==> config.mk <==
export PLATFORM = sky130hd
export DESIGN_NAME = glm_ctrl
export DESIGN_NICKNAME = d
export VERILOG_FILES = /design/src/glm_pkg.sv /design/src/glm_ctrl.sv
export SDC_FILE = /design/constraint.sdc
export NUM_CORES = 1
export LEC_CHECK = 0
export ABC_AREA = 0
export BUFFER_PORTS_ARGS = -buffer_cell sky130_fd_sc_hd__buf_4
export CORE_AREA = 2 2 39 41
export CTS_BUF_LIST = sky130_fd_sc_hd__clkbuf_4 sky130_fd_sc_hd__clkbuf_8 sky130_fd_sc_hd__clkbuf_16
export DETAILED_ROUTE_END_ITERATION = 8
export DIE_AREA = 0 0 41 43
export SYNTH_ARGS = -nofsm -noshare
export SYNTH_HDL_FRONTEND = slang
export SYNTH_SLANG_ARGS = --single-unit
==> constraint.sdc <==
create_clock -name clk -period 1.1 [get_ports clk]
set_input_delay 0.22 -clock clk [delete_from_list [all_inputs] [get_ports clk]]
set_output_delay 0.22 -clock clk [all_outputs]
set_load 0.01 [all_outputs]
==> src/glm_pkg.sv <==
// Shared constants and controller/datapath interface types for the glyph measure block.
`timescale 1ns / 1ps

package glm_pkg;

  localparam int GLM_TABLE_DEPTH = 256;

  localparam int CODE_W   = 21;
  localparam int HEIGHT_W = 12;
  localparam int METRIC_W = 16;
  localparam int MSUM_W   = 18;
  localparam int WIDTH_W  = 24;
  localparam int COUNT_W  = 9;
  localparam int INDEX_W  = 8;

  localparam logic OP_LOAD    = 1'b0;
  localparam logic OP_MEASURE = 1'b1;

  localparam logic signed [WIDTH_W:0] WIDTH_MAX = 25'sd8388607;
  localparam logic signed [WIDTH_W:0] WIDTH_MIN = -25'sd8388608;

  typedef struct packed {
    logic load;
    logic start;
    logic probe;
    logic cmp;
    logic acc;
    logic emit;
  } glm_cmd_t;

  typedef struct packed {
    logic more;
    logic hit;
    logic last;
    logic out_free;
  } glm_sts_t;

endpackage

==> src/glm_ctrl.sv <==
// Sequencer for table loads and the probe/compare loop of a character lookup.
`timescale 1ns / 1ps

module glm_ctrl
  import glm_pkg::*;
(
  input  logic     clk,
  input  logic     rst,
  input  logic     in_valid,
  input  logic     in_op,
  output logic     in_ready,
  input  glm_sts_t sts,
  output glm_cmd_t cmd
);

  typedef enum logic [4:0] {
    S_IDLE  = 5'b00001,
    S_PROBE = 5'b00010,
    S_CMP   = 5'b00100,
    S_ACC   = 5'b01000,
    S_EMIT  = 5'b10000
  } state_t;

  state_t state;
  state_t state_next;

  always_comb begin
    state_next = state;
    cmd        = '0;
    in_ready   = 1'b0;
    unique case (state)
      S_IDLE: begin
        in_ready = 1'b1;
        if (in_valid) begin
          if (in_op == OP_MEASURE) begin
            cmd.start  = 1'b1;
            state_next = S_PROBE;
          end else begin
            cmd.load = 1'b1;
          end
        end
      end
      S_PROBE: begin
        cmd.probe  = 1'b1;
        state_next = sts.more ? S_CMP : S_ACC;
      end
      S_CMP: begin
        cmd.cmp    = 1'b1;
        state_next = sts.hit ? S_ACC : S_PROBE;
      end
      S_ACC: begin
        cmd.acc    = 1'b1;
        state_next = sts.last ? S_EMIT : S_IDLE;
      end
      S_EMIT: begin
        // hold until the output register can take the result
        if (sts.out_free) begin
          cmd.emit   = 1'b1;
          state_next = S_IDLE;
        end
      end
      default: state_next = S_IDLE;
    endcase
  end

  always_ff @(posedge clk) begin
    if (rst) begin
      state <= S_IDLE;
    end else begin
      state <= state_next;
    end
  end

endmodule

Yosys cells after proc, flatten, opt, wreduce, memory -nomap -nowiden --
Index checks and enable logic that the tools add are counted.
Storage, ports and cells: word-level logic and storage cells 27, register bits 5, ROM bits 0, output and inout port bits 7, RAM bits 0, memories kept 0, bits of input ports 8, latch bits 0
Cells by class: shift operators 0, eq/ne operators 8, add/sub/neg operators 0, multiplexer cells 17, bitwise logic cells 0, $lt $le $gt $ge 0, div/mod/pow operators 0, multipliers 0, reduce and logical (&&, ||, !) cells 1
Operators by type and width (count):
- $pmux 5 s5 | 1
- $mux 5 | 4
- $mux 1 | 8
- $mux 4 | 2
- $ne 2x2->1 const B | 3
- $eq 5x1->1 const B | 1
- $eq 5x2->1 const B | 1
- $eq 5x3->1 const B | 1
- $eq 5x4->1 const B | 1
- $eq 5x5->1 const B | 1
- $mux 2 | 2
- $reduce_and 3->1 | 1

Depth between registers and ports, before layout --
Gate-level depths: netlist of run 1.
word-level depth 3, mapped depth 3, gate-level depth less buffers 3

Worst setup path after synthesis of run 1 --
OpenSTA, ideal clock, no wires.
path type flip-flop to output port, start point register state[0], end point output port cmd[1] (netlist name), path buffers 0, data required time 0.880 ns, slack -0.195 ns, arrival 1.075 ns, stages on the path, launching flop included 3, path through dfxtp_1 or3_4 nor3b_1
RTL lines:
- from (decl) | RTL line glm_ctrl.sv:24 | state_t state;
- from (signal assigned) | RTL line glm_ctrl.sv:70 | state <= state_next;
- to (decl) | RTL line glm_ctrl.sv:13 | output glm_cmd_t cmd

==> results of run 1 <==
==> power by group <==
part	total [mW]	switching (mW)	leakage, nW	internal (mW)
clock network	0.252	0.0897	0.0184	0.163
registers	0.191	0.00435	0.0420	0.186
logic	0.179	0.0756	0.232	0.103
==> critical path: cells and delay by family (launching register included) <==
family        cells  cell delay [ns]
buf+inv           1             0.12
flops             1             0.31
simple gates      2             0.61
==> synth_stat cells, drive strengths merged <==
| cell | n |
|---|---|
| a21oi | 1 |
| nor2b | 2 |
| nand2 | 3 |
| nor2 | 3 |
| nand4b | 1 |
| a211oi | 2 |
| or3 | 1 |
| nand4bb | 1 |
| nor3b | 2 |
| o21bai | 1 |
| o211a | 1 |
| nor4bb | 1 |
| dfxtp | 5 |
| nand4 | 2 |
| and3 | 1 |
| xor2 | 1 |
| and3b | 1 |
| or3b | 1 |
| inv | 2 |
| o21ai | 1 |
| nor3 | 2 |
| nand3b | 1 |
| a31o | 1 |
==> logic make-up after synthesis <==
| family | synth area share |
|---|---|
| simple gates | 0.485 |
| compound gates | 0.165 |
| flops | 0.301 |
| buf+inv | 0.0226 |
| xor+xnor | 0.0263 |
==> cell type report <==
type | count | area [sq um] | area share
well taps | 16 | 20.0 | 0.0281
inverters | 2 | 7.51 | 0.0105
multi-input cells | 30 | 310 | 0.436
clock buffers | 4 | 30.0 | 0.0422
flip-flops and latches | 5 | 108 | 0.151
repair buffers | 27 | 236 | 0.332
==> path summary, 6_finish.rpt <==
path / start / to / slack (ns) / cells after the start
worst max-delay path: state[0]$_SDFFE_PP1P_ / cmd[1] / -0.42 / 3
worst min register to register: state[4]$_SDFFE_PP0P_ / state[3]$_SDFFE_PP0P_ / 0.62 / 3
worst min-delay path: rst / state[1]$_SDFFE_PP0P_ / 0.14 / 2
worst max register to register: state[2]$_SDFFE_PP0P_ / state[1]$_SDFFE_PP0P_ / -0.14 / 4
==> per-stage QoR <==
stage,hold WS (ns),setup WS [ns]
global placement,0.397,-0.143
CTS,0.124,-0.414
detailed placement,0.396,-0.155
global route,0.125,-0.474
floorplan,0.293,-0.0883
finish,0.135,-0.419
==> metal layers <==
layer	wire length [um]	up-vias	track usage	share of wire
met1	411	179	0.177	0.39
met3	58	3	0.0314	0.055
li1	-	201	-	-
met2	545	16	0.219	0.52
met5	0	-	0	0
met4	31	0	0.100	0.030
==> repair_timing <==
item                                    4_1_cts  5_1_grt
pin swaps                                    10        7
endpoints found under the setup margin       12       12
gates resized for setup                      17        8
cloned                                        0        0
setup buffers                                 7        2
==> cells in the final DEF, fill, tap and decap left out <==
cell        n
a211oi_1    1
a211oi_2    1
a21oi_4     1
a31o_2      1
and3_4      1
and3b_2     1
buf_4      18
buf_6       9
clkbuf_4    4
dfxtp_1     1
dfxtp_2     3
dfxtp_4     1
inv_1       1
inv_2       1
nand2_1     2
nand2_2     1
nand3b_1    1
nand4_1     2
nand4b_1    1
nand4bb_1   1
nor2_4      3
nor2b_2     1
nor2b_4     1
nor3_4      2
nor3b_2     1
nor3b_4     1
nor4bb_2    1
o211a_1     1
o21ai_0     1
o21bai_1    1
or3_4       1
or3b_4      1
xor2_1      1
==> summary.md, run 1 <==
| Metric | Value |
|---|---|
| Status | finished, violations left |
| Failing checks | negative setup slack |
| Core ar. | 1380 sq um |
| Antenna Nets Post-Route | 0 |
| Final WS setup | -0.419 ns |
| Highest clock rate | 0.658 GHz |
| Avg Inst Size Synth | 9.00 sq um |
| Largest regs | state: 5 flops |
| First-pass GRT wire length | 1.68 mm |
| Synth Net Count | 45 |
| Hold_buf cts | 0 |
| Clock Tree Buf Depth | 2 |
| Largest register FFs | 5 |
| Die Wd | 41 um |
| Share of layout cells above drive strength 1 | 0.794 |
| PwrDens | 873 nW/um^2 |
| HP Class | primary input to flop |
| Initial Util | 0.241 |
| Clk sinks | 5 |
| Post-synthesis sequential area ratio | 0.301 |
| Slew @ Worst Pin | 0.245 ns |
| Final Cell Area | 712 sq um |
| DR pass1 iterations | 4 |
| Worst EP arrival | 1.30 ns |
| CTS tree | yes |
| Die Y-Extent | 43 um |
| Max_cap viols | 0 |
| I/O Buffers | 14 |
| DRC viols | 0 |
| Worst slew margin | 0.836 |
| Netlist cell types | 26 |
| Vias in the first global route | 400 |
| Synth area leader | dfxtp_1 |
| Layout fillers | 136 |
| Via/cell ratio | 4.75 |
| Synth top area share | 0.301 |
| Worst Path Required | 0.88 ns |
| Reg clk slew, reported paths | 0.04 ns |
| CP Class | flop to primary output |
| Routed WL | 1.05 mm |
| Util after Layout | 0.514 |
| Dpl cells | 74 |
| Reg with most FFs | state |
| Pin count of the biggest net entering global routing | 6 |
| Post-Layout Cell Count | 84 |
| Antenna diodes | 0 |
| Ports | 15 |
| H-tree depth | 1 |
| Synth Cell Area | 333 sq um |
| Placer Congestion | 0.745 |
| Crit path max-delay cell type | or3_4 |
| Hpwl dp | 700 um |
| Fin. max-slew vios | 0 |
| Later-pin clock latency in the skew report | 0.26 ns |
| Crit path time final | 1.52 ns |
| Maximum fanout along the worst path | 3 |
| WL/cell | 12.5 um |
| Power, Total | 622 uW |
| Peak supply drop | 0.470 mV |
| Global Route Usage Sum | 0.147 |
| Synthesized flop and latch total | 5 |
| Rows | 14 |
| DIE AREA | 1760 sq um |
| Critical Path Max Stage Delay | 0.42 ns |
| Clock skew | 0.00265 ns |
| Critical Path Sink Type | primary output |
| Worst-path cell chain | or3_4, nor3b_4, buf_6 |
| Area growth syn-to-layout | 114% |
| Final Hold Fails | 0 |
| Dpl cell area | 551 sq um |
| Fin crit share | 1.38 |
| Final #Nets | 77 |
| Mapped Cells | 37 |
| Synth area leaders | dfxtp_1, nor4bb_2, a211oi_1 |
| RSZ-0062 raised after global routing | yes |
| Startpoint types | flop |
| Total grt overflow | 0 |
| CTS Root Cell | clkbuf_4 |
| Synth warn | 0 |
| 1st-iter DRT viols | 3 |
| Initial antenna violation count | 0 |
| Num CTS Buffers | 3 |
| Lkg Pwr | 0.292 nW |
| Final setup vio count | 12 |
| Fin Setup TNS | -3.04 ns |
| Via count | 399 |
Note: power is estimated with default switching activity, not from simulation.
==> inputs of run 2 (changes only) <==
- CTS_BUF_LIST: sky130_fd_sc_hd__clkbuf_4 sky130_fd_sc_hd__clkbuf_8 sky130_fd_sc_hd__clkbuf_16 -> sky130_fd_sc_hd__clkbuf_2
- REMOVE_ABC_BUFFERS: default -> 1
==> run 2 against run 1 <==
Compared with the run above:
- the run still ends with negative setup slack left
- largest cell class unchanged
- register-to-register slack lost 0.25 ns
- fmax grew 0.60%
- worst setup slack gained 0.0090 ns
- sequential power is essentially flat
- count of clock-buffer cells in the layout is the same
- critical path type unchanged
- critical endpoint is now cmd[0]
- clock power shrank 29%
==> summary.md, run 2 (synthesis results as in run 1) <==
| Metric | Value |
|---|---|
| Status | finished, violations left |
| Failing checks | negative setup slack |
| Crit path time final | 1.51 ns |
| HP Class | primary input to flop |
| Clock skew | 0.0125 ns |
| DIE AREA | 1760 sq um |
| 1st-iter DRT viols | 8 |
| Routed WL | 1.07 mm |
| Util after Layout | 0.506 |
| Maximum fanout along the worst path | 4 |
| Worst EP arrival | 1.29 ns |
| Initial antenna violation count | 0 |
| Ports | 15 |
| Reg with most FFs | state |
| PwrDens | 778 nW/um^2 |
| Later-pin clock latency in the skew report | 0.23 ns |
| Rows | 14 |
| Pre-CTS setup slack | -0.183 ns |
| Fin. max-slew vios | 0 |
| Fin Setup TNS | -3.77 ns |
| Via count | 408 |
| Area growth syn-to-layout | 111% |
| Final Hold Fails | 0 |
| Num CTS Buffers | 3 |
| Vias in the first global route | 380 |
| Final WS setup | -0.410 ns |
| Fin crit share | 1.37 |
| Final setup vio count | 12 |
| H-tree depth | 1 |
| Hold_buf cts | 0 |
| Highest clock rate | 0.662 GHz |
| Lkg Pwr | 0.295 nW |
| CTS tree | yes |
| Clock Tree Buf Depth | 2 |
| Share of layout cells above drive strength 1 | 0.771 |
| R2R Setup Slk | -0.39 ns |
| CP Class | flop to primary output |
| Total grt overflow | 0 |
| Clk sinks | 5 |
| Slew @ Worst Pin | 0.230 ns |
| RSZ-0062 raised after global routing | yes |
| Hpwl dp | 697 um |
| Antenna Nets Post-Route | 0 |
| Worst slew margin | 0.846 |
| DR pass1 iterations | 3 |
| WL/cell | 12.5 um |
| Core ar. | 1380 sq um |
| Critical Path Sink Type | primary output |
| Die Y-Extent | 43 um |
| Global Route Usage Sum | 0.137 |
| I/O Buffers | 14 |
| First-pass GRT wire length | 1.54 mm |
| Reg clk slew, reported paths | 0.07 ns |
| Largest register FFs | 5 |
| CTS Root Cell | clkbuf_2 |
| Leading cell type in the layout, fill and taps excluded | buf_4 |
| Post-Layout Cell Count | 86 |
| Worst Path Required | 0.88 ns |
| Dpl cells | 75 |
| Startpoint types | flop |
| Pin count of the biggest net entering global routing | 6 |
| Most frequent cells in the layout | buf_4, buf_6, clkbuf_2, dfxtp_2 |
| Largest regs | state: 5 flops |
| Placer Congestion | 0.738 |
| Die Wd | 41 um |
| DRC viols | 0 |
| Via/cell ratio | 4.74 |
| Max_cap viols | 0 |
| Final #Nets | 79 |
| Peak supply drop | 0.479 mV |
| Initial Util | 0.241 |
| Antenna diodes | 0 |
## run 2: cell count changes in the layout (fill, tap and decap cells not counted), moves of 2 or more
| cell | previous run | this run |
|---|---|---|
| clkbuf_4 | 4 | 0 |
| buf_4 | 18 | 22 |
| clkbuf_2 | 0 | 4 |
| buf_6 | 9 | 7 |
## run 2: timing repair
item / 4_1_cts / 5_1_grt
pin swaps: 8 / 3
setup buffers: 4 / 3
setup endpoints to repair: 12 / 12
resized for setup: 20 / 8
hold endpoints to repair: 0 / 0
## run 2: worst max-delay path, stage by stage, from the launching register on
cell,delay (ns)
dfxtp_2,0.34
or3_4,0.42
nor3_4,0.18
buf_6,0.12
## run 2: path summary, 6_finish.rpt
kind	startpoint	cells past startpoint	endpoint
setup reg to reg	state[1]$_SDFFE_PP0P_	6	state[4]$_SDFFE_PP0P_
setup / recovery	state[1]$_SDFFE_PP0P_	3	cmd[0]
hold / removal	rst	2	state[1]$_SDFFE_PP0P_
hold reg to reg	state[4]$_SDFFE_PP0P_	3	state[1]$_SDFFE_PP0P_
## run 2: cell type report
type / count / area [sq um]
clock buffers: 4 / 20.0
fillers: 140 / 683
inverters: 2 / 7.51
multi-input cells: 30 / 304
flip-flops and latches: 5 / 105
well taps: 16 / 20.0
repair buffers: 29 / 244
## run 2: stage by stage
stage          instance area [sq um]  hold slack (ns)  power [mW]
3_3_place_gp                     518            0.394       0.320
3_5_place_dp                     518            0.394       0.320
4_1_cts                          647            0.142       0.529
5_1_grt                          701            0.133       0.575
6_report                         701            0.150       0.545
2_1_floorplan                    333            0.293       0.253
## run 2: per-layer routing
layer,share of wire,track usage
met1,0.40,0.129
met5,0,0
met4,0.019,0.120
met2,0.53,0.225
met3,0.047,0.0314
## run 2: where the power goes
group / total, mW / leakage [nW] / internal (mW) / switching [mW]
sequential: 0.194 / 0.0418 / 0.188 / 0.00565
clock: 0.180 / 0.0166 / 0.0963 / 0.0836
combinational: 0.172 / 0.237 / 0.101 / 0.0710
